===== src/tgs_pkg.sv =====
// ----------------------------------------------------------------------------
// tgs_pkg
// Shared widths, codes, hand-off queue entry and the sRGB lookup tables of
// the texel greyscale sampler.
// ----------------------------------------------------------------------------
package tgs_pkg;

    localparam int MAX_PIXELS     = 65536;
    localparam int MAX_SIDE       = 256;
    localparam int ADDR_W         = $clog2(MAX_PIXELS);
    localparam int SIDE_W         = $clog2(MAX_SIDE);
    localparam int SIZE_W         = 9;
    localparam int COORD_W        = 17;
    localparam int COORD_FRAC     = 15;
    localparam int CLAMP_W        = COORD_FRAC + 1;
    localparam int PIXEL_IDX_W    = 16;
    localparam int CHAN_W         = 8;
    localparam int PIXEL_W        = 3 * CHAN_W;
    localparam int LIN_W          = 17;
    localparam int WEIGHT_W       = 16;
    localparam int GREY_W         = 8;
    localparam int CFG_INDEX_W    = 2;
    localparam int QUEUE_DEPTH    = 4;
    localparam int QCNT_W         = $clog2(QUEUE_DEPTH + 1);
    localparam int TAB_SIZE       = 1 << CHAN_W;
    // accept edge to the edge that takes the result
    localparam int RESULT_LATENCY = 15;

    localparam logic [CLAMP_W-1:0]  COORD_ONE    = CLAMP_W'(1 << COORD_FRAC);
    localparam logic [WEIGHT_W-1:0] WEIGHT_RED   = WEIGHT_W'(13933);
    localparam logic [WEIGHT_W-1:0] WEIGHT_GREEN = WEIGHT_W'(46871);
    localparam logic [WEIGHT_W-1:0] WEIGHT_BLUE  = WEIGHT_W'(4732);

    typedef enum logic {
        CMD_SAMPLE = 1'b0,
        CMD_WRITE  = 1'b1
    } t_cmd;

    typedef enum logic [CFG_INDEX_W-1:0] {
        CFG_IMAGE_WIDTH  = 2'd0,
        CFG_IMAGE_HEIGHT = 2'd1
    } t_cfg_index;

    typedef struct packed {
        logic                is_write;
        logic [ADDR_W-1:0]   addr;
        logic [PIXEL_W-1:0]  pixel;
    } t_queue_entry;

    typedef logic [TAB_SIZE-1:0][LIN_W-1:0] t_lin_tab;

    // Transfer-function constants for a code over 255 and a half step over 510
    localparam logic [63:0] ONE_Q30      = 64'd1 << 30;
    localparam logic [63:0] SEG_LIM_255  = 64'd1031475;
    localparam logic [63:0] SEG_LIM_510  = 64'd2062950;
    localparam logic [63:0] LIN_BIAS_255 = 64'd329460;
    localparam logic [63:0] LIN_BIAS_510 = 64'd658920;
    localparam logic [63:0] LIN_DIV_255  = 64'd658920;
    localparam logic [63:0] LIN_DIV_510  = 64'd1317840;
    localparam logic [63:0] OFFSET_255   = 64'd14025;
    localparam logic [63:0] OFFSET_510   = 64'd28050;
    localparam logic [63:0] POW_DIV_255  = 64'd269025;
    localparam logic [63:0] POW_DIV_510  = 64'd538050;

    function automatic logic [63:0] fifth_pow_q30(input logic [63:0] r);
        logic [63:0] r2;
        logic [63:0] r4;
        r2 = (r * r) >> 30;
        r4 = (r2 * r2) >> 30;
        return (r4 * r) >> 30;
    endfunction

    // sRGB to linear Q1.16; half selects a denominator of 510 instead of 255
    function automatic logic [LIN_W-1:0] srgb_lin(input logic [63:0] num, input logic half);
        logic [63:0] a;
        logic [63:0] a2;
        logic [63:0] r;
        logic [63:0] cand;
        logic [63:0] p;
        logic [63:0] q;
        int          b;
        if (!half) begin
            if (num * 64'd100000 < SEG_LIM_255) begin
                return LIN_W'((num * 64'd13107200 + LIN_BIAS_255) / LIN_DIV_255);
            end
            a = ((num * 64'd1000 + OFFSET_255) << 30) / POW_DIV_255;
        end else begin
            if (num * 64'd100000 < SEG_LIM_510) begin
                return LIN_W'((num * 64'd13107200 + LIN_BIAS_510) / LIN_DIV_510);
            end
            a = ((num * 64'd1000 + OFFSET_510) << 30) / POW_DIV_510;
        end
        if (a > ONE_Q30) begin
            a = ONE_Q30;
        end
        a2 = (a * a) >> 30;
        // fifth root of a squared, one bit a step
        r = 64'd0;
        for (b = 30; b >= 0; b--) begin
            cand = r | (64'd1 << b);
            if (cand <= ONE_Q30) begin
                if (fifth_pow_q30(cand) <= a2) begin
                    r = cand;
                end
            end
        end
        p = (a2 * r) >> 30;
        q = (p + 64'd8192) >> 14;
        return LIN_W'(q);
    endfunction

    function automatic t_lin_tab build_lin_tab();
        t_lin_tab tab;
        for (int c = 0; c < TAB_SIZE; c++) begin
            tab[c] = srgb_lin(64'(c), 1'b0);
        end
        return tab;
    endfunction

    // entry n holds the linear level at which the code n begins; entry 0 is unused
    function automatic t_lin_tab build_thr_tab();
        t_lin_tab tab;
        tab[0] = '0;
        for (int n = 1; n < TAB_SIZE; n++) begin
            tab[n] = srgb_lin(64'(2 * n - 1), 1'b1);
        end
        return tab;
    endfunction

    localparam t_lin_tab LIN_TAB = build_lin_tab();
    localparam t_lin_tab THR_TAB = build_thr_tab();

endpackage


===== src/tgs_front.sv =====
// ----------------------------------------------------------------------------
// tgs_front
// Front end: holds the image size, classifies accepted items, clamps and
// scales coordinates into a texel address, and pushes store operations.
// ----------------------------------------------------------------------------
module tgs_front (
    input  logic                                 i_clk,
    input  logic                                 i_rst_n,
    input  logic                                 i_accept,
    input  logic                                 i_cmd,
    input  logic signed [tgs_pkg::COORD_W-1:0]   i_tex_u,
    input  logic signed [tgs_pkg::COORD_W-1:0]   i_tex_v,
    input  logic [tgs_pkg::PIXEL_IDX_W-1:0]      i_pixel_index,
    input  logic [tgs_pkg::CHAN_W-1:0]           i_red,
    input  logic [tgs_pkg::CHAN_W-1:0]           i_green,
    input  logic [tgs_pkg::CHAN_W-1:0]           i_blue,
    input  logic                                 i_cfg_we,
    input  logic [tgs_pkg::CFG_INDEX_W-1:0]      i_cfg_index,
    input  logic [tgs_pkg::SIZE_W-1:0]           i_cfg_data,
    output logic                                 o_push,
    output tgs_pkg::t_queue_entry                o_entry,
    output logic [1:0]                           o_inflight
);

    localparam int PROD_W = tgs_pkg::CLAMP_W + tgs_pkg::SIZE_W;
    localparam int IDX_W  = PROD_W - tgs_pkg::COORD_FRAC;
    localparam int FULL_W = tgs_pkg::SIDE_W + tgs_pkg::SIZE_W + 1;

    function automatic logic [tgs_pkg::CLAMP_W-1:0] clamp_coord(
        input logic signed [tgs_pkg::COORD_W-1:0] c
    );
        if (c[tgs_pkg::COORD_W-1]) begin
            return '0;
        end
        if (c[tgs_pkg::CLAMP_W-1:0] > tgs_pkg::COORD_ONE) begin
            return tgs_pkg::COORD_ONE;
        end
        return c[tgs_pkg::CLAMP_W-1:0];
    endfunction

    function automatic logic [tgs_pkg::SIZE_W-1:0] clamp_size(
        input logic [tgs_pkg::SIZE_W-1:0] s
    );
        if (s == '0) begin
            return tgs_pkg::SIZE_W'(1);
        end
        if (s > tgs_pkg::SIZE_W'(tgs_pkg::MAX_SIDE)) begin
            return tgs_pkg::SIZE_W'(tgs_pkg::MAX_SIDE);
        end
        return s;
    endfunction

    // scale, truncate, pull the far edge back to size-1
    function automatic logic [tgs_pkg::SIDE_W-1:0] axis_index(
        input logic [tgs_pkg::CLAMP_W-1:0] c,
        input logic [tgs_pkg::SIZE_W-1:0]  size
    );
        logic [PROD_W-1:0]         prod;
        logic [IDX_W-1:0]          idx;
        logic [tgs_pkg::SIZE_W-1:0] last;
        prod = PROD_W'(c) * PROD_W'(size);
        idx  = prod[PROD_W-1:tgs_pkg::COORD_FRAC];
        last = size - tgs_pkg::SIZE_W'(1);
        if (idx >= IDX_W'(size)) begin
            return last[tgs_pkg::SIDE_W-1:0];
        end
        return idx[tgs_pkg::SIDE_W-1:0];
    endfunction

    logic [tgs_pkg::SIZE_W-1:0]      r_width;
    logic [tgs_pkg::SIZE_W-1:0]      r_height;

    logic                            r_f1_valid;
    logic                            r_f1_write;
    logic [tgs_pkg::CLAMP_W-1:0]     r_f1_u;
    logic [tgs_pkg::CLAMP_W-1:0]     r_f1_v;
    logic [tgs_pkg::PIXEL_IDX_W-1:0] r_f1_index;
    logic [tgs_pkg::PIXEL_W-1:0]     r_f1_pixel;

    logic                            r_f2_valid;
    logic                            r_f2_write;
    logic [tgs_pkg::SIDE_W-1:0]      r_f2_x;
    logic [tgs_pkg::SIDE_W-1:0]      r_f2_y;
    logic [tgs_pkg::PIXEL_IDX_W-1:0] r_f2_index;
    logic [tgs_pkg::PIXEL_W-1:0]     r_f2_pixel;

    logic [tgs_pkg::SIDE_W-1:0]      n_f2_x;
    logic [tgs_pkg::SIDE_W-1:0]      n_f2_y;
    logic [FULL_W-1:0]               n_addr_full;

    // configuration registers, stored already clamped to 1..MAX_SIDE
    always_ff @(posedge i_clk) begin
        if (!i_rst_n) begin
            r_width  <= tgs_pkg::SIZE_W'(tgs_pkg::MAX_SIDE);
            r_height <= tgs_pkg::SIZE_W'(tgs_pkg::MAX_SIDE);
        end else if (i_cfg_we) begin
            case (tgs_pkg::t_cfg_index'(i_cfg_index))
                tgs_pkg::CFG_IMAGE_WIDTH:  r_width  <= clamp_size(i_cfg_data);
                tgs_pkg::CFG_IMAGE_HEIGHT: r_height <= clamp_size(i_cfg_data);
                default: ;
            endcase
        end
    end

    always_ff @(posedge i_clk) begin
        if (!i_rst_n) begin
            r_f1_valid <= 1'b0;
            r_f2_valid <= 1'b0;
        end else begin
            r_f1_valid <= i_accept;
            r_f2_valid <= r_f1_valid;
        end
    end

    always_ff @(posedge i_clk) begin
        r_f1_write <= (i_cmd == tgs_pkg::CMD_WRITE);
        r_f1_u     <= clamp_coord(i_tex_u);
        r_f1_v     <= clamp_coord(i_tex_v);
        r_f1_index <= i_pixel_index;
        r_f1_pixel <= {i_red, i_green, i_blue};

        r_f2_write <= r_f1_write;
        r_f2_x     <= n_f2_x;
        r_f2_y     <= n_f2_y;
        r_f2_index <= r_f1_index;
        r_f2_pixel <= r_f1_pixel;
    end

    always_comb begin
        n_f2_x = axis_index(r_f1_u, r_width);
        n_f2_y = axis_index(r_f1_v, r_height);
    end

    // row-major address, wrapped to the store depth
    assign n_addr_full = FULL_W'(r_f2_y) * FULL_W'(r_width) + FULL_W'(r_f2_x);

    always_comb begin
        o_entry.is_write = r_f2_write;
        o_entry.pixel    = r_f2_pixel;
        if (r_f2_write) begin
            o_entry.addr = tgs_pkg::ADDR_W'(r_f2_index);
        end else begin
            o_entry.addr = n_addr_full[tgs_pkg::ADDR_W-1:0];
        end
    end

    assign o_push     = r_f2_valid;
    assign o_inflight = {1'b0, r_f1_valid} + {1'b0, r_f2_valid};

    a_index_in_image: assert property (@(posedge i_clk) disable iff (!i_rst_n)
        (r_f2_valid && !r_f2_write) |->
            (tgs_pkg::SIZE_W'(r_f2_x) < r_width) && (tgs_pkg::SIZE_W'(r_f2_y) < r_height))
        else $error("texel index outside image");

endmodule


===== config.mk =====
export PLATFORM = sky130hd
export DESIGN_NAME = tgs_front
export DESIGN_NICKNAME = d
export VERILOG_FILES = /design/src/tgs_pkg.sv /design/src/tgs_front.sv
export SDC_FILE = /design/constraint.sdc
export NUM_CORES = 1
export LEC_CHECK = 0
export CORE_UTILIZATION = 45
export DETAILED_ROUTE_END_ITERATION = 10
export DONT_BUFFER_PORTS = 1
export RECOVER_POWER = 25
export SYNTH_ARGS = -nofsm -noshare
export SYNTH_HDL_FRONTEND = slang
export SYNTH_SLANG_ARGS = --single-unit

===== constraint.sdc =====
create_clock -name i_clk -period 8.31 [get_ports i_clk]
set_clock_uncertainty 0.1 [all_clocks]
set_input_delay 0 -clock i_clk [delete_from_list [all_inputs] [get_ports i_clk]]
set_output_delay 0 -clock i_clk [all_outputs]
set_load 0.005 [all_outputs]

==> results.toml, run 1 <==
[layout]
layout_commonest_cell = "inv_1"
multi_input_area_um2 = 10700
num-fill-cells = 3000
postLayoutCellArea_um2 = 18000
final_cell_mix = "inv_1, fa_1, and2_1"
drive_gt1_frac = 0.0420
ff_latch_area_um2 = 3000
syn2layout_area_growth_pct = 18.7
final_nets = 2247

[clock_tree]
cts_tree = "built"
path_clk_slew_ns = 0.09
numCtsBuffers = 17
cts_resized = 0
clk_latency_ns = 0.46
postCtsSetupBuffers = 0
clockBufferDepth = 2
htreeDepth = 4
root_buffer = "clkbuf_16"
hold_buffers = 177
clock_sinks = 150

[setup_path]
ff2ff_path_depth = 25
cp_max_fo = 20
end_kind = "flop"
critical_path_class = "reg2reg"
r2r_setup_slack_ns = 1.47
worstReg2RegStart = "r_width[2]$_SDFFE_PN0P_"
cp-endpoint = "r_f2_x[5]$_DFF_P_"
crit_arrival_ns = 7.08
r2r-end = "r_f2_x[5]$_DFF_P_"
crit_path_start = "r_width[2]$_SDFFE_PN0P_"
critPathLaunchType = "flop"
worstPathRequired_ns = 8.54

[pwr]
power-per-cell-area_nw_per_um2 = 110
leakage_nw = 9.06
vdd_drop_max_mv = 0.169
power_mw = 1.97

[drt]
vias = 11000
routed_wl_um = 35100
first_pass_iters = 6
drt-initial-drc-count = 445
wl_per_cell_um = 15.8
via_per_inst = 4.95
drc_errors = 0
ant_nets = 0

[sta]
holdWs_ns = 0.0383
fmax_ghz = 0.146
report.final.slew_viol_count = 0
fin_crit_ns = 6.84
finalHoldViolCount = 0
rsz0062_at_grt = "false"
finalSetupViolCount = 0
fin_setup_tns_ns = 0
tightest_slew_ns = 0.880
period_share = 0.824
relSlewSlack = 0.412

[logic_synthesis]
synth_nets = 2096
ys_seq_area_frac = 0.198
ys.flop_type = "dfxtp_1"
synth_area_per_cell_um2 = 9.36
ys_types = 57
async_flop_share = 0
ys_ff_latch = 150
yosys_warnings = 0
synth_edf_count = 0
synthCells = 1622
syn_area_um2 = 15200

[worst_hold_path]
whs_path_depth = 3
hp-class = "in2reg"

[grt]
grt_usage = 0.224
grt_max_degree = 30
grt_pass1_wl_um = 60000
grt_pass1_vias = 12400
antenna_found_initial = 1
grt-ovfl-total = 0

[outcome]
status = "finished clean"

[floorplanning]
io_pins = 134
die_h_um = 186
start_util = 0.462
dieArea_um2 = 34500
rows = 66
core_area_um2 = 32900
die_w_um = 186

[job]
drv_cap = 0

[placed_design]
placed_cell_area_um2 = 15600
dpl.hpwl_um = 25700
portBuffers = 0
gp_congestion = 0.873
-- logic make-up after synthesis --
family / share of synthesized area
xor+xnor: 0.0242
buf+inv: 0.0952
mux: 0.0139
simple gates: 0.178
compound gates: 0.0532
fa+ha+maj: 0.438
flops: 0.198
-- power by group --
| part | switching (mW) | internal, mW | total, mW |
|---|---|---|---|
| combinational | 0.160 | 0.172 | 0.332 |
| clock | 0.409 | 0.414 | 0.822 |
| sequential | 0.0575 | 0.763 | 0.820 |
-- routing by layer --
layer / GRT usage / up-vias / part of all wire
met4: 0.0597 / 0 / 0.016
met2: 0.408 / 253 / 0.51
met1: 0.265 / 5535 / 0.42
li1: - / 5201 / -
met3: 0.0473 / 42 / 0.048
met5: 0 / - / 0
-- state kept, by name (all words and copies together) (netlist names), 8 cells and up --
register,count
r_f2_y,8
r_f1_pixel,24
r_f1_v,16
r_f2_index,16
r_f2_pixel,24
r_f2_x,8
r_height,9
r_f1_u,16
r_width,9
r_f1_index,16
-- worst min path at each step --
stage | startpoint | endpoint | slack (ns)
after CTS | i_cfg_index[1] | r_height[7]$_SDFFE_PN0P_ | 0.02
after global placement | i_green[2] | r_f1_pixel[10]$_DFF_P_ | -0.07
after floorplan | i_pixel_index[0] | r_f1_index[0]$_DFF_P_ | -0.07
after global routing | i_cfg_index[1] | r_height[6]$_SDFFE_PN0P_ | 0.06
final | i_cfg_index[1] | r_height[7]$_SDFFE_PN0P_ | 0.04
after detailed placement | i_pixel_index[4] | r_f1_index[4]$_DFF_P_ | -0.07
-- worst max-delay path, stage by stage (launching register included) --
cell and delay, ns:
dfxtp_1 0.59, buf_4 0.34, nand2_1 0.11, fa_1 0.50
inv_1 0.06, fa_1 0.49, fa_1 0.54, inv_1 0.05
fa_1 0.47, inv_1 0.04, ha_1 0.27, a2111oi_0 0.37
o21ai_0 0.14, o211ai_1 0.20, a31oi_1 0.21, a221o_1 0.40
a21oi_1 0.24, nor2b_1 0.07, nor2_1 0.12, xnor2_1 0.08
ha_1 0.18, a2111oi_0 0.29, o21ai_0 0.15, o21ai_0 0.18
nand2_2 0.21, mux2_2 0.31
-- through the flow --
stage               cells  setup slack [ns]   util
floorplan            1622              1.84      -
global placement     2019              1.63  0.475
detailed placement   2019              1.51  0.475
CTS                  2228              1.46  0.548
global route         2228             0.950  0.548
finish               2229              1.47  0.548
-- cell type report --
cell class                      count  area share
Antenna cell                        1    0.000139
Sequential cell                   150       0.167
Multi-Input combinational cell   1089       0.596
Timing Repair Buffer              193       0.105
Clock inverter                     15      0.0110
Clock buffer                       17      0.0236
Tap cell                          442      0.0307
Inverter                          322      0.0671
-- synthesized netlist by cell type, types with 16 or more instances --
| cell | n | area share |
|---|---|---|
| inv_1 | 322 | 0.080 |
| fa_1 | 245 | 0.32 |
| and2_1 | 229 | 0.094 |
| nand2_1 | 217 | 0.054 |
| dfxtp_1 | 150 | 0.20 |
| ha_1 | 139 | 0.11 |
| clkbuf_1 | 51 | 0.013 |
| xnor2_1 | 29 | 0.017 |
| o21ai_0 | 26 | 0.0086 |
| a21oi_1 | 23 | 0.0076 |
| nor2_1 | 20 | 0.0049 |
| a21boi_0 | 17 | 0.0084 |
| mux2_2 | 16 | 0.012 |
(Power assumes the default switching activity.)
==> inputs of run 2 (changes only) <==
==> constraint.sdc (replaced) <==
create_clock -name i_clk -period 6.2 [get_ports i_clk]
set_clock_uncertainty 0.1 [all_clocks]
set_input_delay 0 -clock i_clk [delete_from_list [all_inputs] [get_ports i_clk]]
set_output_delay 0 -clock i_clk [all_outputs]
set_load 0.005 [all_outputs]
==> results.toml, run 2 (same netlist as run 1, synthesis figures left out) <==
[drt]
drt-met1-wl_um = 15300
first_pass_iters = 4
drt-initial-drc-count = 360
routed-wl-met3_um = 1420
vias = 11200
via_per_inst = 4.85
highest_layer = "met4"
drc_errors = 0
dr_wl_met2_um = 18200
routed_wl_um = 35600
wl_per_cell_um = 15.3
ant_nets = 0

[pwr]
power-per-cell-area_nw_per_um2 = 140
vdd_drop_max_mv = 0.210
leakage_nw = 9.66

[sta]
finalHoldViolCount = 0
finalSetupViolCount = 0
period_share = 0.966
holdWs_ns = 0.0196
fin_crit_ns = 5.99
fmax_ghz = 0.167
rsz0062_at_grt = "true"
relSlewSlack = 0.393
report.final.slew_viol_count = 0
tightest_slew_ns = 0.909

[layout]
final_cell_mix = "inv_1, fa_1, and2_1"
syn2layout_area_growth_pct = 26.3
stdcell_count = 2321
largestRegisters = "r_f1_pixel: 24 flops, r_f2_pixel: 24 flops"
ff_latch_area_um2 = 3070
layout_commonest_cell = "inv_1"
drive_gt1_frac = 0.138
diodes = 0
num-fill-cells = 2876
multi_input_area_um2 = 11000
final_nets = 2340

[clock_tree]
clockBufferDepth = 2
clock_sinks = 150
numCtsBuffers = 17
root_buffer = "clkbuf_16"
cts_tree = "built"
path_clk_slew_ns = 0.08
clk_latency_ns = 0.45
htreeDepth = 4

[setup_path]
path_delay_family = "adder cells"
worstPathRequired_ns = 6.44
worstReg2RegStart = "r_f1_v[6]$_SDFF_PP0_"
r2r_setup_slack_ns = 0.21
crit_buf_inv = 2
slowest_delay_ns = 0.57
ff2ff_path_depth = 22
critPathLaunchType = "flop"
r2r-end = "r_f2_y[6]$_DFF_P_"
crit_arrival_ns = 6.22
critical_path_class = "reg2reg"
cp_max_fo = 8
end_kind = "flop"
slowest_stage = "fa_2"
cpMostUsedCell = "a21o_1"
crit_path_cell_trace = "and2_1 > fa_2 > fa_2 > fa_1 > inv_1 > fa_1 > inv_1 > ha_2 > a2111o_1 > a21oi_2 > o21ai_2 > a221o_2 > xor2_2 > ha_1 > a21o_1 > a21o_1 > a21o_1 > a211oi_2 > o21ai_1 > a21oi_2 > o21ai_4 > mux2_4"

[floorplanning]
rows = 66
io_pins = 134
die_w_um = 186
start_util = 0.462
core_area_um2 = 32900
dieArea_um2 = 34500
die_h_um = 186

[worst_hold_path]
min_delay_worst_endpoint = "r_f1_index[6]$_DFF_P_"
hp-class = "in2reg"
min_from = "i_pixel_index[6]"
whs_path_depth = 1

[placed_design]
dpl.hpwl_um = 26700
portBuffers = 0
place_inst = 2106
gp_congestion = 0.853

[grt]
antenna_found_initial = 0
grt_pass1_vias = 12300
grt_usage = 0.222
grt_pass1_wl_um = 59400
grt-ovfl-total = 0
grt_max_degree = 30

[outcome]
status = "finished clean"

[job]
drv_cap = 0
## run 2: cell types whose count changed in the layout (fill, tap and decap cells not counted), moves of 9 or more
cell and delta:
dfxtp_2 +20, a21oi_1 -10, buf_4 +80, dfxtp_1 -30
dfxtp_4 +10, a21oi_2 +9
## run 2: through the flow
step                TNS [ns]  power, mW  utilization  cell area (µm²)  worst slack (ns)
global placement       -1.02       1.51        0.498            16400            -0.146
global route          -0.361       2.82        0.583            19200           -0.0617
CTS                        0       2.69        0.572            18800           0.00306
floorplan                  0       1.38            -            15200           0.00202
finish                     0       2.68        0.583            19200             0.213
detailed placement     -2.51       1.52        0.498            16400            -0.220
## run 2: area by class of cell
cell class	count	area share
Clock inverter	15	0.0105
Clock buffer	17	0.0222
Inverter	322	0.0630
Tap cell	442	0.0288
Sequential cell	150	0.160
Timing Repair Buffer	286	0.142
Multi-Input combinational cell	1089	0.574
## run 2: layer usage
layer,global-route usage,up-vias
met3,0.0438,46
met5,0,-
met1,0.266,5599
li1,-,5387
met2,0.398,215
met4,0.0711,0
## run 2: report_power, final
| part | leakage (nW) | switching [mW] | internal (mW) |
|---|---|---|---|
| clock network | 0.301 | 0.531 | 0.551 |
| registers | 1.27 | 0.0607 | 1.02 |
| logic | 8.09 | 0.245 | 0.271 |
## run 2: what timing repair did
action                                 4_1_cts  5_1_grt
hold buffers                               172        0
resized for setup                           33       96
endpoints found under the hold margin       93        0
pin swaps                                   12       54
setup endpoints to repair                   16       16
gates cloned                                 0        0
buffers inserted                             1       11
## run 2: how the worst max path moves through the flow
stage	start	depth (start not counted)	endpoint	slack [ns]
final	r_f1_v[6]$_SDFF_PP0_	22	r_f2_y[6]$_DFF_P_	0.21
after detailed placement	r_width[0]$_SDFFE_PN0P_	22	r_f2_x[2]$_DFF_P_	-0.22
after global routing	r_height[8]$_SDFFE_PN1P_	23	r_f2_y[6]$_DFF_P_	-0.06
after floorplan	r_width[1]$_SDFFE_PN0P_	26	r_f2_x[2]$_DFF_P_	0.002
after CTS	r_width[4]$_SDFFE_PN0P_	23	r_f2_x[6]$_DFF_P_	0.003
after global placement	r_width[3]$_SDFFE_PN0P_	22	r_f2_x[3]$_DFF_P_	-0.15
## run 2: worst reg2reg max path, stage by stage (launching register included)
cell and delay (ns):
dfxtp_2 0.36, and2_1 0.19, fa_2 0.57, fa_2 0.46, fa_1 0.55, inv_1 0.05
fa_1 0.47, inv_1 0.05, ha_2 0.17, a2111o_1 0.43, a21oi_2 0.13, o21ai_2 0.09
a221o_2 0.42, xor2_2 0.18, ha_1 0.30, a21o_1 0.17, a21o_1 0.15, a21o_1 0.16
a211oi_2 0.18, o21ai_1 0.09, a21oi_2 0.19, o21ai_4 0.13, mux2_4 0.31
