**config.mk**
```make
export PLATFORM = sky130hd
export DESIGN_NAME = tgs_queue
export DESIGN_NICKNAME = d
export VERILOG_FILES = /design/src/tgs_pkg.sv /design/src/tgs_queue.sv
export SDC_FILE = /design/constraint.sdc
export NUM_CORES = 1
export LEC_CHECK = 0
export BUFFER_PORTS_ARGS = -buffer_cell sky130_fd_sc_hd__buf_2
export CAP_MARGIN = 20
export CELL_PAD_IN_SITES_DETAIL_PLACEMENT = 1
export CELL_PAD_IN_SITES_GLOBAL_PLACEMENT = 1
export CORE_UTILIZATION = 30
export CTS_CLUSTER_DIAMETER = 120
export CTS_CLUSTER_SIZE = 24
export DETAILED_ROUTE_END_ITERATION = 8
export PLACE_DENSITY = 0.5
export SYNTH_ARGS = -nofsm -noshare
export SYNTH_HDL_FRONTEND = slang
export SYNTH_SLANG_ARGS = --single-unit
```
**constraint.sdc**
```tcl
create_clock -name i_clk -period 1.9 [get_ports i_clk]
set_input_delay 0.19 -clock i_clk [delete_from_list [all_inputs] [get_ports i_clk]]
set_output_delay 0.19 -clock i_clk [all_outputs]
set_load 0.02 [all_outputs]
```
**src/tgs_pkg.sv**
```systemverilog
// ----------------------------------------------------------------------------
// tgs_pkg
// Shared widths, codes, hand-off queue entry and the sRGB lookup tables of
// the texel greyscale sampler.
// ----------------------------------------------------------------------------
package tgs_pkg;

    localparam int MAX_PIXELS     = 65536;
    localparam int MAX_SIDE       = 256;
    localparam int ADDR_W         = $clog2(MAX_PIXELS);
    localparam int SIDE_W         = $clog2(MAX_SIDE);
    localparam int SIZE_W         = 9;
    localparam int COORD_W        = 17;
    localparam int COORD_FRAC     = 15;
    localparam int CLAMP_W        = COORD_FRAC + 1;
    localparam int PIXEL_IDX_W    = 16;
    localparam int CHAN_W         = 8;
    localparam int PIXEL_W        = 3 * CHAN_W;
    localparam int LIN_W          = 17;
    localparam int WEIGHT_W       = 16;
    localparam int GREY_W         = 8;
    localparam int CFG_INDEX_W    = 2;
    localparam int QUEUE_DEPTH    = 4;
    localparam int QCNT_W         = $clog2(QUEUE_DEPTH + 1);
    localparam int TAB_SIZE       = 1 << CHAN_W;
    // accept edge to the edge that takes the result
    localparam int RESULT_LATENCY = 15;

    localparam logic [CLAMP_W-1:0]  COORD_ONE    = CLAMP_W'(1 << COORD_FRAC);
    localparam logic [WEIGHT_W-1:0] WEIGHT_RED   = WEIGHT_W'(13933);
    localparam logic [WEIGHT_W-1:0] WEIGHT_GREEN = WEIGHT_W'(46871);
    localparam logic [WEIGHT_W-1:0] WEIGHT_BLUE  = WEIGHT_W'(4732);

    typedef enum logic {
        CMD_SAMPLE = 1'b0,
        CMD_WRITE  = 1'b1
    } t_cmd;

    typedef enum logic [CFG_INDEX_W-1:0] {
        CFG_IMAGE_WIDTH  = 2'd0,
        CFG_IMAGE_HEIGHT = 2'd1
    } t_cfg_index;

    typedef struct packed {
        logic                is_write;
        logic [ADDR_W-1:0]   addr;
        logic [PIXEL_W-1:0]  pixel;
    } t_queue_entry;

    typedef logic [TAB_SIZE-1:0][LIN_W-1:0] t_lin_tab;

    // Transfer-function constants for a code over 255 and a half step over 510
    localparam logic [63:0] ONE_Q30      = 64'd1 << 30;
    localparam logic [63:0] SEG_LIM_255  = 64'd1031475;
    localparam logic [63:0] SEG_LIM_510  = 64'd2062950;
    localparam logic [63:0] LIN_BIAS_255 = 64'd329460;
    localparam logic [63:0] LIN_BIAS_510 = 64'd658920;
    localparam logic [63:0] LIN_DIV_255  = 64'd658920;
    localparam logic [63:0] LIN_DIV_510  = 64'd1317840;
    localparam logic [63:0] OFFSET_255   = 64'd14025;
    localparam logic [63:0] OFFSET_510   = 64'd28050;
    localparam logic [63:0] POW_DIV_255  = 64'd269025;
    localparam logic [63:0] POW_DIV_510  = 64'd538050;

    function automatic logic [63:0] fifth_pow_q30(input logic [63:0] r);
        logic [63:0] r2;
        logic [63:0] r4;
        r2 = (r * r) >> 30;
        r4 = (r2 * r2) >> 30;
        return (r4 * r) >> 30;
    endfunction

    // sRGB to linear Q1.16; half selects a denominator of 510 instead of 255
    function automatic logic [LIN_W-1:0] srgb_lin(input logic [63:0] num, input logic half);
        logic [63:0] a;
        logic [63:0] a2;
        logic [63:0] r;
        logic [63:0] cand;
        logic [63:0] p;
        logic [63:0] q;
        int          b;
        if (!half) begin
            if (num * 64'd100000 < SEG_LIM_255) begin
                return LIN_W'((num * 64'd13107200 + LIN_BIAS_255) / LIN_DIV_255);
            end
            a = ((num * 64'd1000 + OFFSET_255) << 30) / POW_DIV_255;
        end else begin
            if (num * 64'd100000 < SEG_LIM_510) begin
                return LIN_W'((num * 64'd13107200 + LIN_BIAS_510) / LIN_DIV_510);
            end
            a = ((num * 64'd1000 + OFFSET_510) << 30) / POW_DIV_510;
        end
        if (a > ONE_Q30) begin
            a = ONE_Q30;
        end
        a2 = (a * a) >> 30;
        // fifth root of a squared, one bit a step
        r = 64'd0;
        for (b = 30; b >= 0; b--) begin
            cand = r | (64'd1 << b);
            if (cand <= ONE_Q30) begin
                if (fifth_pow_q30(cand) <= a2) begin
                    r = cand;
                end
            end
        end
        p = (a2 * r) >> 30;
        q = (p + 64'd8192) >> 14;
        return LIN_W'(q);
    endfunction

    function automatic t_lin_tab build_lin_tab();
        t_lin_tab tab;
        for (int c = 0; c < TAB_SIZE; c++) begin
            tab[c] = srgb_lin(64'(c), 1'b0);
        end
        return tab;
    endfunction

    // entry n holds the linear level at which the code n begins; entry 0 is unused
    function automatic t_lin_tab build_thr_tab();
        t_lin_tab tab;
        tab[0] = '0;
        for (int n = 1; n < TAB_SIZE; n++) begin
            tab[n] = srgb_lin(64'(2 * n - 1), 1'b1);
        end
        return tab;
    endfunction

    localparam t_lin_tab LIN_TAB = build_lin_tab();
    localparam t_lin_tab THR_TAB = build_thr_tab();

endpackage

```
**src/tgs_queue.sv**
```systemverilog
// ----------------------------------------------------------------------------
// tgs_queue
// Short FIFO between front and back end; the back end drains one entry
// per cycle whenever the queue holds one.
// ----------------------------------------------------------------------------
module tgs_queue (
    input  logic                          i_clk,
    input  logic                          i_rst_n,
    input  logic                          i_push,
    input  tgs_pkg::t_queue_entry         i_entry,
    output logic                          o_valid,
    output tgs_pkg::t_queue_entry         o_entry,
    output logic [tgs_pkg::QCNT_W-1:0]    o_count
);

    localparam int PTR_W = (tgs_pkg::QUEUE_DEPTH > 1) ? $clog2(tgs_pkg::QUEUE_DEPTH) : 1;

    tgs_pkg::t_queue_entry          r_mem [tgs_pkg::QUEUE_DEPTH];
    logic [PTR_W-1:0]               r_wr_ptr;
    logic [PTR_W-1:0]               r_rd_ptr;
    logic [tgs_pkg::QCNT_W-1:0]     r_count;
    logic                           pop;

    function automatic logic [PTR_W-1:0] ptr_inc(input logic [PTR_W-1:0] p);
        if (p == PTR_W'(tgs_pkg::QUEUE_DEPTH - 1)) begin
            return '0;
        end
        return p + PTR_W'(1);
    endfunction

    assign pop = (r_count != '0);

    always_ff @(posedge i_clk) begin
        if (!i_rst_n) begin
            r_wr_ptr <= '0;
            r_rd_ptr <= '0;
            r_count  <= '0;
        end else begin
            if (i_push) begin
                r_wr_ptr <= ptr_inc(r_wr_ptr);
            end
            if (pop) begin
                r_rd_ptr <= ptr_inc(r_rd_ptr);
            end
            case ({i_push, pop})
                2'b10:   r_count <= r_count + tgs_pkg::QCNT_W'(1);
                2'b01:   r_count <= r_count - tgs_pkg::QCNT_W'(1);
                default: r_count <= r_count;
            endcase
        end
    end

    always_ff @(posedge i_clk) begin
        if (i_push) begin
            r_mem[r_wr_ptr] <= i_entry;
        end
    end

    assign o_valid = pop;
    assign o_entry = r_mem[r_rd_ptr];
    assign o_count = r_count;

    a_no_overflow: assert property (@(posedge i_clk) disable iff (!i_rst_n)
        (i_push && !pop) |-> (r_count < tgs_pkg::QCNT_W'(tgs_pkg::QUEUE_DEPTH)))
        else $error("hand-off queue overflow");

endmodule

```
==> flow_summary.rst, run 1 <==
.. list-table::
   :header-rows: 1

   * - Metric
     - Value
   * - Max frequency
     - 504 MHz
   * - Number of cell instances on the worst register-to-register path
     - 8
   * - DR iter-0 viols
     - 142
   * - Register area share after synthesis
     - 0.795
   * - Post-synth design cell area
     - 6420 um2
   * - Count of unique library cells instantiated by Yosys
     - 23
   * - Average via count per standard cell
     - 4.40
   * - Residual overflow from global routing
     - 0
   * - Final design utilization
     - 0.408
   * - Remaining routing DRC violations
     - 0
   * - Net switching share of the total power
     - 0.281
   * - TritonCTS Buffers
     - 17
   * - Family with the most delay on the worst path
     - multiplexers
   * - First-pass GRT wire length
     - 19.0 mm
   * - Filler Cells Inserted
     - 2010
   * - Portion of total power attributed to the clock network
     - 0.306
   * - Clock slew seen by the registers of the worst setup and hold paths
     - 0.06 ns
   * - Net switching power
     - 3.34 mW
   * - Syn nets
     - 313
   * - Proportion of netlist area held by the largest area contributor
     - 0.767
   * - Total negative slack for setup checks
     - -2.43 ns
   * - Leading post-synthesis cells by cell area
     - sky130_fd_sc_hd__edfxtp_1 (77%), sky130_fd_sc_hd__mux4_2 (14%), sky130_fd_sc_hd__dfxtp_1 (2.8%)
   * - Portion of total power attributed to sequential cells
     - 0.383
   * - Design internal power
     - 8.54 mW
   * - Critical-path top delay cell
     - sky130_fd_sc_hd__mux4_2
   * - Core Footprint
     - 21000 um2
   * - Wire length per cell after detailed routing
     - 17.9 um
   * - Worst slew pin tran
     - 0.371 ns
   * - Avg Cell Area, Syn
     - 24.5 um2
   * - Share of cells above drive strength 1
     - 0.435
   * - Setup-violating endpoint count in the final report
     - 41
   * - Hold Vio Cnt, Final
     - 0
   * - Clock tree from TritonCTS
     - done
   * - Gate count of the mapped netlist
     - 262
   * - Violations in the final reports
     - setup timing
   * - Number of top-level pins
     - 89
   * - Placer Congestion
     - 0.625
   * - Status
     - complete, but fails checks
   * - Max-capacitance violation count
     - 0
   * - Worst setup EP type
     - output pin
   * - Final worst slack
     - -0.0851 ns
   * - Slew Limit Fails
     - 0
   * - Input/output buffers
     - 88
   * - Source of the worst register-to-register timing path
     - o_count[0]
   * - Vias in the first global route
     - 3445
   * - Height of the chip
     - 148 um
   * - Bufs on Longest Clock Path
     - 2
   * - Power Dens Cells
     - 1390 nW/um2
   * - Total of flip-flops plus latches after synthesis
     - 173
   * - Setup Skew
     - 0.0103 ns
   * - CTS sink count
     - 173
   * - Type of the setup path with the least slack
     - reg2out
   * - Via count
     - 3093
   * - Worst Min Path Start
     - i_rst_n
   * - R2R Setup Slk
     - 0.10 ns
   * - Met2 usage in global routing
     - 0.203
   * - Effective utilization at floorplan
     - 0.306
   * - Total Routing Usage GR
     - 0.123
   * - Logic gate share of total power
     - 0.311
   * - Largest net degree at the start of global routing
     - 42
   * - Required @ worst endpoint
     - 1.71 ns
   * - GR met1 Demand/Resource
     - 0.148
   * - Level count of the clock H-tree
     - 4
   * - Antenna viol nets, final
     - 0
   * - Wirelength, routed
     - 12.6 mm
   * - Synth area leader
     - sky130_fd_sc_hd__edfxtp_1
   * - Yosys Warn Count
     - 0
   * - Most frequent standard cell in the layout excluding fill and tap cells
     - sky130_fd_sc_hd__edfxtp_1
   * - Final net count
     - 467
   * - Final critical-path share of the clock period
     - 1.04
   * - TritonRoute pass-1 iters
     - 4
   * - Worst Path Buf+Inv
     - 2
   * - Delay of the slowest cell on the worst path
     - 0.52 ns
   * - Clk Latency, worst-skew pair
     - 0.42 ns
   * - Met3 usage
     - 0.0426
   * - Unrepaired setup endpoints after global routing
     - yes
   * - Root Buffer
     - sky130_fd_sc_hd__clkbuf_16
   * - Most used cells in the layout excluding fill and tap cells
     - sky130_fd_sc_hd__edfxtp_1 (164), sky130_fd_sc_hd__buf_2 (56), sky130_fd_sc_hd__mux4_2 (41), sky130_fd_sc_hd__dlygate4sd3_1 (41), sky130_fd_sc_hd__buf_6 (32)
   * - Endpoint of the worst register-to-register path
     - o_count[2]
   * - DIE AREA
     - 22000 um2
   * - Type of the tightest min-delay check
     - in2reg
   * - Hold-critical path endpoint
     - r_wr_ptr[0]
   * - Diodes inserted
     - 0
   * - Area growth from synthesis to layout
     - 33.5%
   * - Horiz. Die Dim
     - 148 um
   * - Initial antenna violation count
     - 0
   * - Worst endpoint data arrival time
     - 1.80 ns
   * - Worst vdd rail ir drop
     - 0.653 mV
   * - Relative max-transition margin
     - 0.753
   * - Time the final worst path needs with I/O delays and setup
     - 1.99 ns
   * - Cell leakage power
     - 2.94 nW
   * - Worst path cell trace
     - clkbuf_16 > mux4_2 > buf_6
   * - Rows
     - 53
   * - Number of cells on the worst hold path
     - 2
   * - Critical Path Fanout Max
     - 8
   * - Final HPWL DP
     - 7.14 mm
   * - Peak-usage layer in the global routing report
     - met2
   * - Setup crit start kind
     - register
[metal layers]
layer	routed length, um	vias up
li1	-	1403
met1	5540	1612
met2	6280	65
met4	161	0
met5	0	-
met3	603	13
[how the worst max path moves through the flow]
stage / slack, ns / endpoint / cells past startpoint / startpoint
global placement: 0.15 / o_count[2] / 8 / o_count[0]
finish: -0.09 / o_entry[15] / 3 / register
global route: -0.17 / o_entry[27] / 3 / register
detailed placement: 0.07 / o_count[2] / 8 / o_count[0]
floorplan: -0.02 / o_count[2] / 8 / o_count[0]
CTS: -0.14 / o_entry[38] / 3 / register
[cell usage after synthesis, drive strengths merged]
library cell	instances
or3	2
nand2	2
o21ai	2
mux2i	2
and2	6
a21boi	2
nor2b	2
edfxtp	164
dfxtp	9
mux4	41
ha	6
fa	1
xnor2	1
o21a	1
inv	7
xor2	1
buf	10
nor3	2
nor2	1
[power groups by stage]
stage | Combinational, mW | Clock [mW] | Sequential (mW)
floorplan | 2.21 | 0 | 4.56
global placement | 2.99 | 0 | 4.56
detailed placement | 3.01 | 0 | 4.58
CTS | 3.38 | 3.73 | 4.52
global route | 3.98 | 3.86 | 4.58
finish | 3.70 | 3.63 | 4.56
[state kept, by name (all words and copies together), names as in the netlist, named ones only]
name,flops
r_mem,164
o_count,3
r_rd_ptr,2
r_wr_ptr,2
[final cells by class]
type	instances	area (um2)	share of cell area
multi-input cells	72	1190	0.139
flip-flops and latches	173	5120	0.597
well taps	275	344	0.0401
clock buffers	18	429	0.0501
clock inverters	13	189	0.0220
inverters	7	26.3	0.00307
repair buffers	145	1270	0.148
[stage by stage]
stage / hold slack, ns / instance area [um2] / setup WS (ns) / cells / total power, mW
4_1_cts: 0.0269 / 8380 / -0.138 / 702 / 11.6
2_1_floorplan: 0.289 / 6440 / -0.0227 / 262 / 6.77
6_report: 0.0433 / 8570 / -0.0851 / 703 / 11.9
3_5_place_dp: 0.410 / 7240 / 0.0742 / 626 / 7.59
3_3_place_gp: 0.401 / 7240 / 0.151 / 626 / 7.56
5_1_grt: 0.0420 / 8570 / -0.174 / 703 / 12.4
[cells by family after synthesis]
| kind of cell | count (synthesis) | synth area share |
|---|---|---|
| adder cells (fa/ha/maj) | 7 | 0.0148 |
| buffers and inverters | 17 | 0.0220 |
| multiplexers | 43 | 0.147 |
| XOR/XNOR | 2 | 0.00273 |
| AO/OA/AOI/OAI | 5 | 0.00507 |
| AND/OR/NAND/NOR | 15 | 0.0131 |
| flip-flops | 173 | 0.795 |
[repair_timing]
action / 4_1_cts / 5_1_grt
hold buffers: 41 / 0
setup endpoints to repair: 41 / 43
gates cloned: 2 / 2
endpoints found under the hold margin: 164 / 0
buffers inserted: 2 / 1
gates resized for setup: 13 / 64
Note: power is estimated with default switching activity, not from simulation.
==> run 2, diff against run 1 <==
- CELL_PAD_IN_SITES_DETAIL_PLACEMENT: 1 -> 2
- CELL_PAD_IN_SITES_GLOBAL_PLACEMENT: 1 -> 2
- CTS_CLUSTER_SIZE: 24 -> unset
- PLACE_DENSITY: 0.5 -> 0.55
==> flow_summary.rst, run 2 (synthesized netlist as in run 1, its figures left out) <==
.. list-table::
   :header-rows: 1

   * - Metric
     - Value
   * - Diodes inserted
     - 0
   * - CP Capture Point
     - o_entry[0]
   * - Unrepaired setup endpoints after global routing
     - yes
   * - Core Footprint
     - 21000 um2
   * - Wire length per cell after detailed routing
     - 19.4 um
   * - Type of the tightest min-delay check
     - in2reg
   * - Flip-flop count of the largest register, all copies and words added
     - 164
   * - Number of top-level pins
     - 89
   * - Clk Latency, worst-skew pair
     - 0.41 ns
   * - Status
     - complete, but fails checks
   * - Type of the setup path with the least slack
     - reg2out
   * - Placed cells
     - 623
   * - Height of the chip
     - 148 um
   * - Total negative slack for setup checks
     - -0.438 ns
   * - Slew Limit Fails
     - 0
   * - Remaining routing DRC violations
     - 0
   * - Worst endpoint data arrival time
     - 1.78 ns
   * - Antenna viol nets, final
     - 0
   * - Horiz. Die Dim
     - 148 um
   * - Via count
     - 3161
   * - Max frequency
     - 509 MHz
   * - Total Routing Usage GR
     - 0.129
   * - R2R Setup Slk
     - 0.11 ns
   * - Vias in the first global route
     - 3574
   * - Time the final worst path needs with I/O delays and setup
     - 1.97 ns
   * - Placer Congestion
     - 0.667
   * - Setup crit start kind
     - register
   * - Filler Cells Inserted
     - 1921
   * - Violations in the final reports
     - setup timing
   * - Most used cells in the layout excluding fill and tap cells
     - sky130_fd_sc_hd__edfxtp_1 (164), sky130_fd_sc_hd__buf_2 (62), sky130_fd_sc_hd__mux4_2 (41)
   * - Required @ worst endpoint
     - 1.71 ns
   * - Cell leakage power
     - 2.94 nW
   * - Setup Skew
     - 0.0105 ns
   * - Level count of the clock H-tree
     - 4
   * - Effective utilization at floorplan
     - 0.306
   * - Residual overflow from global routing
     - 0
   * - Max-capacitance violation count
     - 0
   * - Number of cell instances on the worst register-to-register path
     - 7
   * - Root Buffer
     - sky130_fd_sc_hd__clkbuf_16
   * - Critical Path Fanout Max
     - 6
   * - Hold Vio Cnt, Final
     - 0
   * - Worst setup EP type
     - output pin
   * - Final worst slack
     - -0.0652 ns
   * - Most frequent standard cell in the layout excluding fill and tap cells
     - sky130_fd_sc_hd__edfxtp_1
   * - Register ranked first by flip-flop count
     - r_mem
   * - Final net count
     - 463
   * - Largest net degree at the start of global routing
     - 42
   * - TritonCTS Buffers
     - 17
   * - Area growth from synthesis to layout
     - 33.4%
   * - Final critical-path share of the clock period
     - 1.03
   * - Relative max-transition margin
     - 0.770
   * - Initial antenna violation count
     - 0
   * - DR iter-0 viols
     - 140
   * - Worst slew pin tran
     - 0.345 ns
   * - Input/output buffers
     - 88
   * - Final HPWL DP
     - 7.59 mm
   * - DIE AREA
     - 22000 um2
   * - CTS sink count
     - 173
   * - Share of cells above drive strength 1
     - 0.438
   * - Rows
     - 53
   * - Source of the worst register-to-register timing path
     - o_count[2]
   * - Endpoint of the worst register-to-register path
     - o_count[1]
   * - Bufs on Longest Clock Path
     - 2
   * - Worst vdd rail ir drop
     - 0.728 mV
   * - TritonRoute pass-1 iters
     - 6
   * - Final Hold Slack
     - 0.0145 ns
   * - Setup-violating endpoint count in the final report
     - 21
   * - Wirelength, routed
     - 13.6 mm
   * - First-pass GRT wire length
     - 20.5 mm
   * - Clock tree from TritonCTS
     - done
   * - Clock slew seen by the registers of the worst setup and hold paths
     - 0.07 ns
   * - Power Dens Cells
     - 1400 nW/um2
   * - Number of cells in the finished layout apart from fillers
     - 700
   * - Average via count per standard cell
     - 4.52
## run 2: cell count changes in the layout (fill, tap and decap cells not counted), sizes merged
cell,change
buf,-2
clkbuf,-1
clkinv,+1
clkinvlp,-2
dlygate4sd3,-2
inv,+3
## run 2: stage by stage
step | setup slack [ns] | instance area (um2) | power, mW | utilization
4_1_cts | -0.0993 | 8330 | 11.6 | 0.396
2_1_floorplan | -0.0227 | 6440 | 6.77 | -
3_5_place_dp | 0.0272 | 7260 | 7.65 | 0.345
3_3_place_gp | 0.135 | 7260 | 7.59 | 0.345
5_1_grt | -0.125 | 8570 | 12.5 | 0.408
6_report | -0.0652 | 8570 | 12.0 | 0.408
## run 2: what timing repair did
item,4_1_cts,5_1_grt
setup endpoints to repair,42,43
gates resized for setup,16,47
hold endpoints to repair,152,0
hold buffers,39,0
setup buffers,0,3
gates cloned,0,3
pin swaps,0,2
## run 2: worst min-delay path by stage
stage                      from  slack (ns)  cells past startpoint      endpoint
global placement    i_entry[38]        0.40                      1  r_mem[1][38]
finish              i_entry[40]        0.01                      1  r_mem[0][40]
CTS                 i_entry[40]       0.003                      1  r_mem[2][40]
detailed placement   i_entry[7]        0.41                      1   r_mem[0][7]
global route        i_entry[40]       0.003                      1  r_mem[3][40]
floorplan            i_entry[0]        0.29                      0   r_mem[0][0]
## run 2: cell type report
type                            count  area, um2  share of cell area
Timing Repair Buffer              141       1250               0.146
Multi-Input combinational cell     72       1190               0.139
Inverter                            7       26.3             0.00307
Tap cell                          275        344              0.0402
Clock inverter                     15        208              0.0242
Sequential cell                   173       5120               0.598
Clock buffer                       17        425              0.0496
## run 2: metal layers
metal  part of all wire  global-route usage
met5                  0                   0
met4              0.011              0.0464
met3              0.040              0.0344
met2               0.51               0.220
met1               0.44               0.157
## run 2: critical path: stages, from the launching register on
cell	delay (ns)
sky130_fd_sc_hd__dfxtp_4	0.38
sky130_fd_sc_hd__buf_4	0.13
sky130_fd_sc_hd__buf_16	0.13
sky130_fd_sc_hd__mux4_2	0.54
sky130_fd_sc_hd__buf_2	0.18
## run 2: where the power goes
part / internal [mW] / total (mW) / switching [mW]
clock network: 2.23 / 3.71 / 1.48
registers: 4.41 / 4.51 / 0.104
logic: 1.92 / 3.76 / 1.84
total: 8.56 / 12.0 / 3.43
==> run 3, diff against run 2 <==
- ABC_AREA: unset -> 1
- PLACE_DENSITY: 0.55 -> 0.6
==> flow_summary.rst, run 3 <==
.. list-table::
   :header-rows: 1

   * - Metric
     - Value
   * - Remaining routing DRC violations
     - 0
   * - Cell leakage power
     - 3.11 nW
   * - Wire length per cell after detailed routing
     - 20.4 um
   * - DR iter-0 viols
     - 133
   * - Required @ worst endpoint
     - 1.71 ns
   * - Setup crit start kind
     - register
   * - CTS sink count
     - 173
   * - Filler Cells Inserted
     - 2141
   * - Gate count of the mapped netlist
     - 454
   * - DIE AREA
     - 22400 um2
   * - Final HPWL DP
     - 10.5 mm
   * - Effective utilization at floorplan
     - 0.309
   * - Yosys Warn Count
     - 0
   * - Residual overflow from global routing
     - 0
   * - Number of top-level pins
     - 89
   * - Antenna viol nets, final
     - 0
   * - Endpoint of the worst register-to-register path
     - o_count[2]
   * - Max frequency
     - 540 MHz
   * - Clock slew seen by the registers of the worst setup and hold paths
     - 0.07 ns
   * - Setup-violating endpoint count in the final report
     - 0
   * - Post-synth ARST share
     - 0
   * - Critical Path Fanout Max
     - 21
   * - Number of cell instances on the worst register-to-register path
     - 11
   * - Logic gate share of total power
     - 0.364
   * - Time the final worst path needs with I/O delays and setup
     - 1.85 ns
   * - Count of unique library cells instantiated by Yosys
     - 18
   * - Input/output buffers
     - 88
   * - Net switching share of the total power
     - 0.359
   * - Net switching power
     - 4.50 mW
   * - Synth area leader
     - sky130_fd_sc_hd__edfxtp_1
   * - Worst slew pin tran
     - 0.347 ns
   * - Relative max-transition margin
     - 0.768
   * - Largest net degree at the start of global routing
     - 42
   * - Setup Skew
     - 0.0110 ns
   * - Total Routing Usage GR
     - 0.167
   * - Core Footprint
     - 21200 um2
   * - Placer Congestion
     - 0.697
   * - Total of flip-flops plus latches after synthesis
     - 173
   * - Area growth from synthesis to layout
     - 31.7%
   * - Final net count
     - 657
   * - Share of cells above drive strength 1
     - 0.258
   * - Portion of total power attributed to the clock network
     - 0.271
   * - Root Buffer
     - sky130_fd_sc_hd__clkbuf_16
   * - TritonRoute pass-1 iters
     - 4
   * - Vias in the first global route
     - 4745
   * - Type of the setup path with the least slack
     - reg2out
   * - Design internal power
     - 8.01 mW
   * - Proportion of netlist area held by the largest area contributor
     - 0.754
   * - Height of the chip
     - 150 um
   * - Portion of total power attributed to sequential cells
     - 0.365
   * - Horiz. Die Dim
     - 150 um
   * - Status
     - finished clean
   * - CP Capture Point
     - o_entry[11]
   * - Hold Vio Cnt, Final
     - 0
   * - Most frequent standard cell in the layout excluding fill and tap cells
     - sky130_fd_sc_hd__edfxtp_1
   * - Clk Latency, worst-skew pair
     - 0.43 ns
   * - R2R Setup Slk
     - 0.16 ns
   * - Slew Limit Fails
     - 0
   * - Worst vdd rail ir drop
     - 0.692 mV
   * - Syn nets
     - 505
   * - Post-synth EDFFs
     - 164
   * - Initial antenna violation count
     - 0
   * - First-pass GRT wire length
     - 27.0 mm
   * - Leading post-synthesis cells by cell area
     - sky130_fd_sc_hd__edfxtp_1 (75%), sky130_fd_sc_hd__nor2_1 (5.1%), sky130_fd_sc_hd__o22ai_1 (3.9%)
   * - Source of the worst register-to-register timing path
     - o_count[1]
   * - Power Dens Cells
     - 1450 nW/um2
   * - Final critical-path share of the clock period
     - 0.974
   * - Average via count per standard cell
     - 4.78
   * - Bufs on Longest Clock Path
     - 2
   * - Type of the tightest min-delay check
     - in2reg
   * - Delay of the slowest cell on the worst path
     - 0.45 ns
   * - Most common cell in the netlist
     - sky130_fd_sc_hd__edfxtp_1
   * - Max-capacitance violation count
     - 0
   * - Register ranked first by flip-flop count
     - r_mem
   * - Most instantiated flip-flop cell in the synthesis netlist
     - sky130_fd_sc_hd__edfxtp_1
   * - Final Hold Slack
     - 0.0139 ns
   * - Post-synth design cell area
     - 6530 um2
   * - Worst setup EP type
     - output pin
   * - Via count
     - 4272
   * - Worst endpoint data arrival time
     - 1.66 ns
   * - Wirelength, routed
     - 18.3 mm
   * - Most used cells in the layout excluding fill and tap cells
     - sky130_fd_sc_hd__edfxtp_1 (164), sky130_fd_sc_hd__nor2_1 (88), sky130_fd_sc_hd__buf_2 (82)
   * - Cell types with the highest counts after synthesis
     - sky130_fd_sc_hd__edfxtp_1 (164), sky130_fd_sc_hd__nor2_1 (88), sky130_fd_sc_hd__o21ai_1 (47)
   * - Clock tree from TritonCTS
     - done
   * - Worst path cell trace
     - buf_12 > buf_16 > nor2_1 > o22ai_1 > buf_2
   * - Level count of the clock H-tree
     - 4
   * - Critical-path top delay cell
     - sky130_fd_sc_hd__dfxtp_4
   * - Rows
     - 53
   * - Register area share after synthesis
     - 0.782
   * - Final design utilization
     - 0.407
   * - Avg Cell Area, Syn
     - 14.4 um2
   * - Diodes inserted
     - 0
   * - Flip-flop count of the largest register, all copies and words added
     - 164
   * - TritonCTS Buffers
     - 17
-- run 3: critical path: cells and delay by family (launching register included) --
| family | cells | cell delay [ns] |
|---|---|---|
| AO/OA/AOI/OAI | 1 | 0.19 |
| buffers and inverters | 3 | 0.53 |
| flip-flops | 1 | 0.45 |
| AND/OR/NAND/NOR | 1 | 0.07 |
-- run 3: final cells by class --
type / instances / area, um2 / share of cell area
Tap cell: 275 / 344 / 0.0400
Multi-Input combinational cell: 239 / 1210 / 0.141
Inverter: 17 / 78.8 / 0.00917
Clock inverter: 15 / 145 / 0.0169
Clock buffer: 17 / 425 / 0.0495
Sequential cell: 173 / 5110 / 0.594
Timing Repair Buffer: 158 / 1280 / 0.149
-- run 3: stage by stage --
stage / setup WS [ns] / cell area (um2) / TNS [ns] / cells / power (mW)
after global routing: -0.0139 / 8600 / -0.0459 / 894 / 13.2
after global placement: 0.299 / 7380 / 0 / 811 / 8.38
after detailed placement: 0.198 / 7380 / 0 / 811 / 8.52
final: 0.0492 / 8600 / 0 / 894 / 12.5
after floorplan: 0.0588 / 6530 / 0 / 454 / 7.10
after CTS: -0.00880 / 8490 / -0.0127 / 890 / 12.4
-- run 3: worst min path at each step --
stage | startpoint | to | slack (ns) | depth (start not counted)
2_1_floorplan | i_entry[0] | r_mem[0][0] | 0.29 | 0
3_3_place_gp | i_entry[13] | r_mem[3][13] | 0.40 | 1
3_5_place_dp | i_entry[32] | r_mem[1][32] | 0.41 | 1
4_1_cts | i_entry[26] | r_mem[1][26] | 0.003 | 1
5_1_grt | i_entry[25] | r_mem[0][25] | -0.003 | 1
6_report | i_entry[25] | r_mem[2][25] | 0.01 | 1
-- run 3: power by group through the flow --
stage | clock network, mW | logic, mW | registers [mW]
5_1_grt | 3.63 | 4.95 | 4.58
4_1_cts | 3.50 | 4.36 | 4.56
6_report | 3.39 | 4.56 | 4.56
3_5_place_dp | 0 | 3.94 | 4.59
3_3_place_gp | 0 | 3.81 | 4.57
2_1_floorplan | 0 | 2.52 | 4.58
-- run 3: per-layer routing --
| layer | vias to the layer above | track usage | part of all wire |
|---|---|---|---|
| met5 | - | 0 | 0 |
| met4 | 0 | 0.0505 | 0.0091 |
| met3 | 14 | 0.0375 | 0.037 |
| met2 | 80 | 0.300 | 0.52 |
| met1 | 2183 | 0.196 | 0.43 |
| li1 | 1995 | - | - |
-- run 3: repair_timing --
| action | in CTS | in global routing |
|---|---|---|
| cloned | 1 | 2 |
| endpoints found under the setup margin | 41 | 14 |
| resized for setup | 19 | 11 |
| buffers inserted | 7 | 2 |
| hold buffers | 39 | 0 |
| endpoints found under the hold margin | 152 | 0 |
| pin swaps | 1 | 1 |
-- run 3: logic make-up after synthesis --
logic type               Yosys count  synth area share
buffers and inverters             42            0.0353
AO/OA/AOI/OAI                    133             0.111
adder cells (fa/ha/maj)            7            0.0146
flip-flops                       173             0.782
AND/OR/NAND/NOR                   99            0.0577
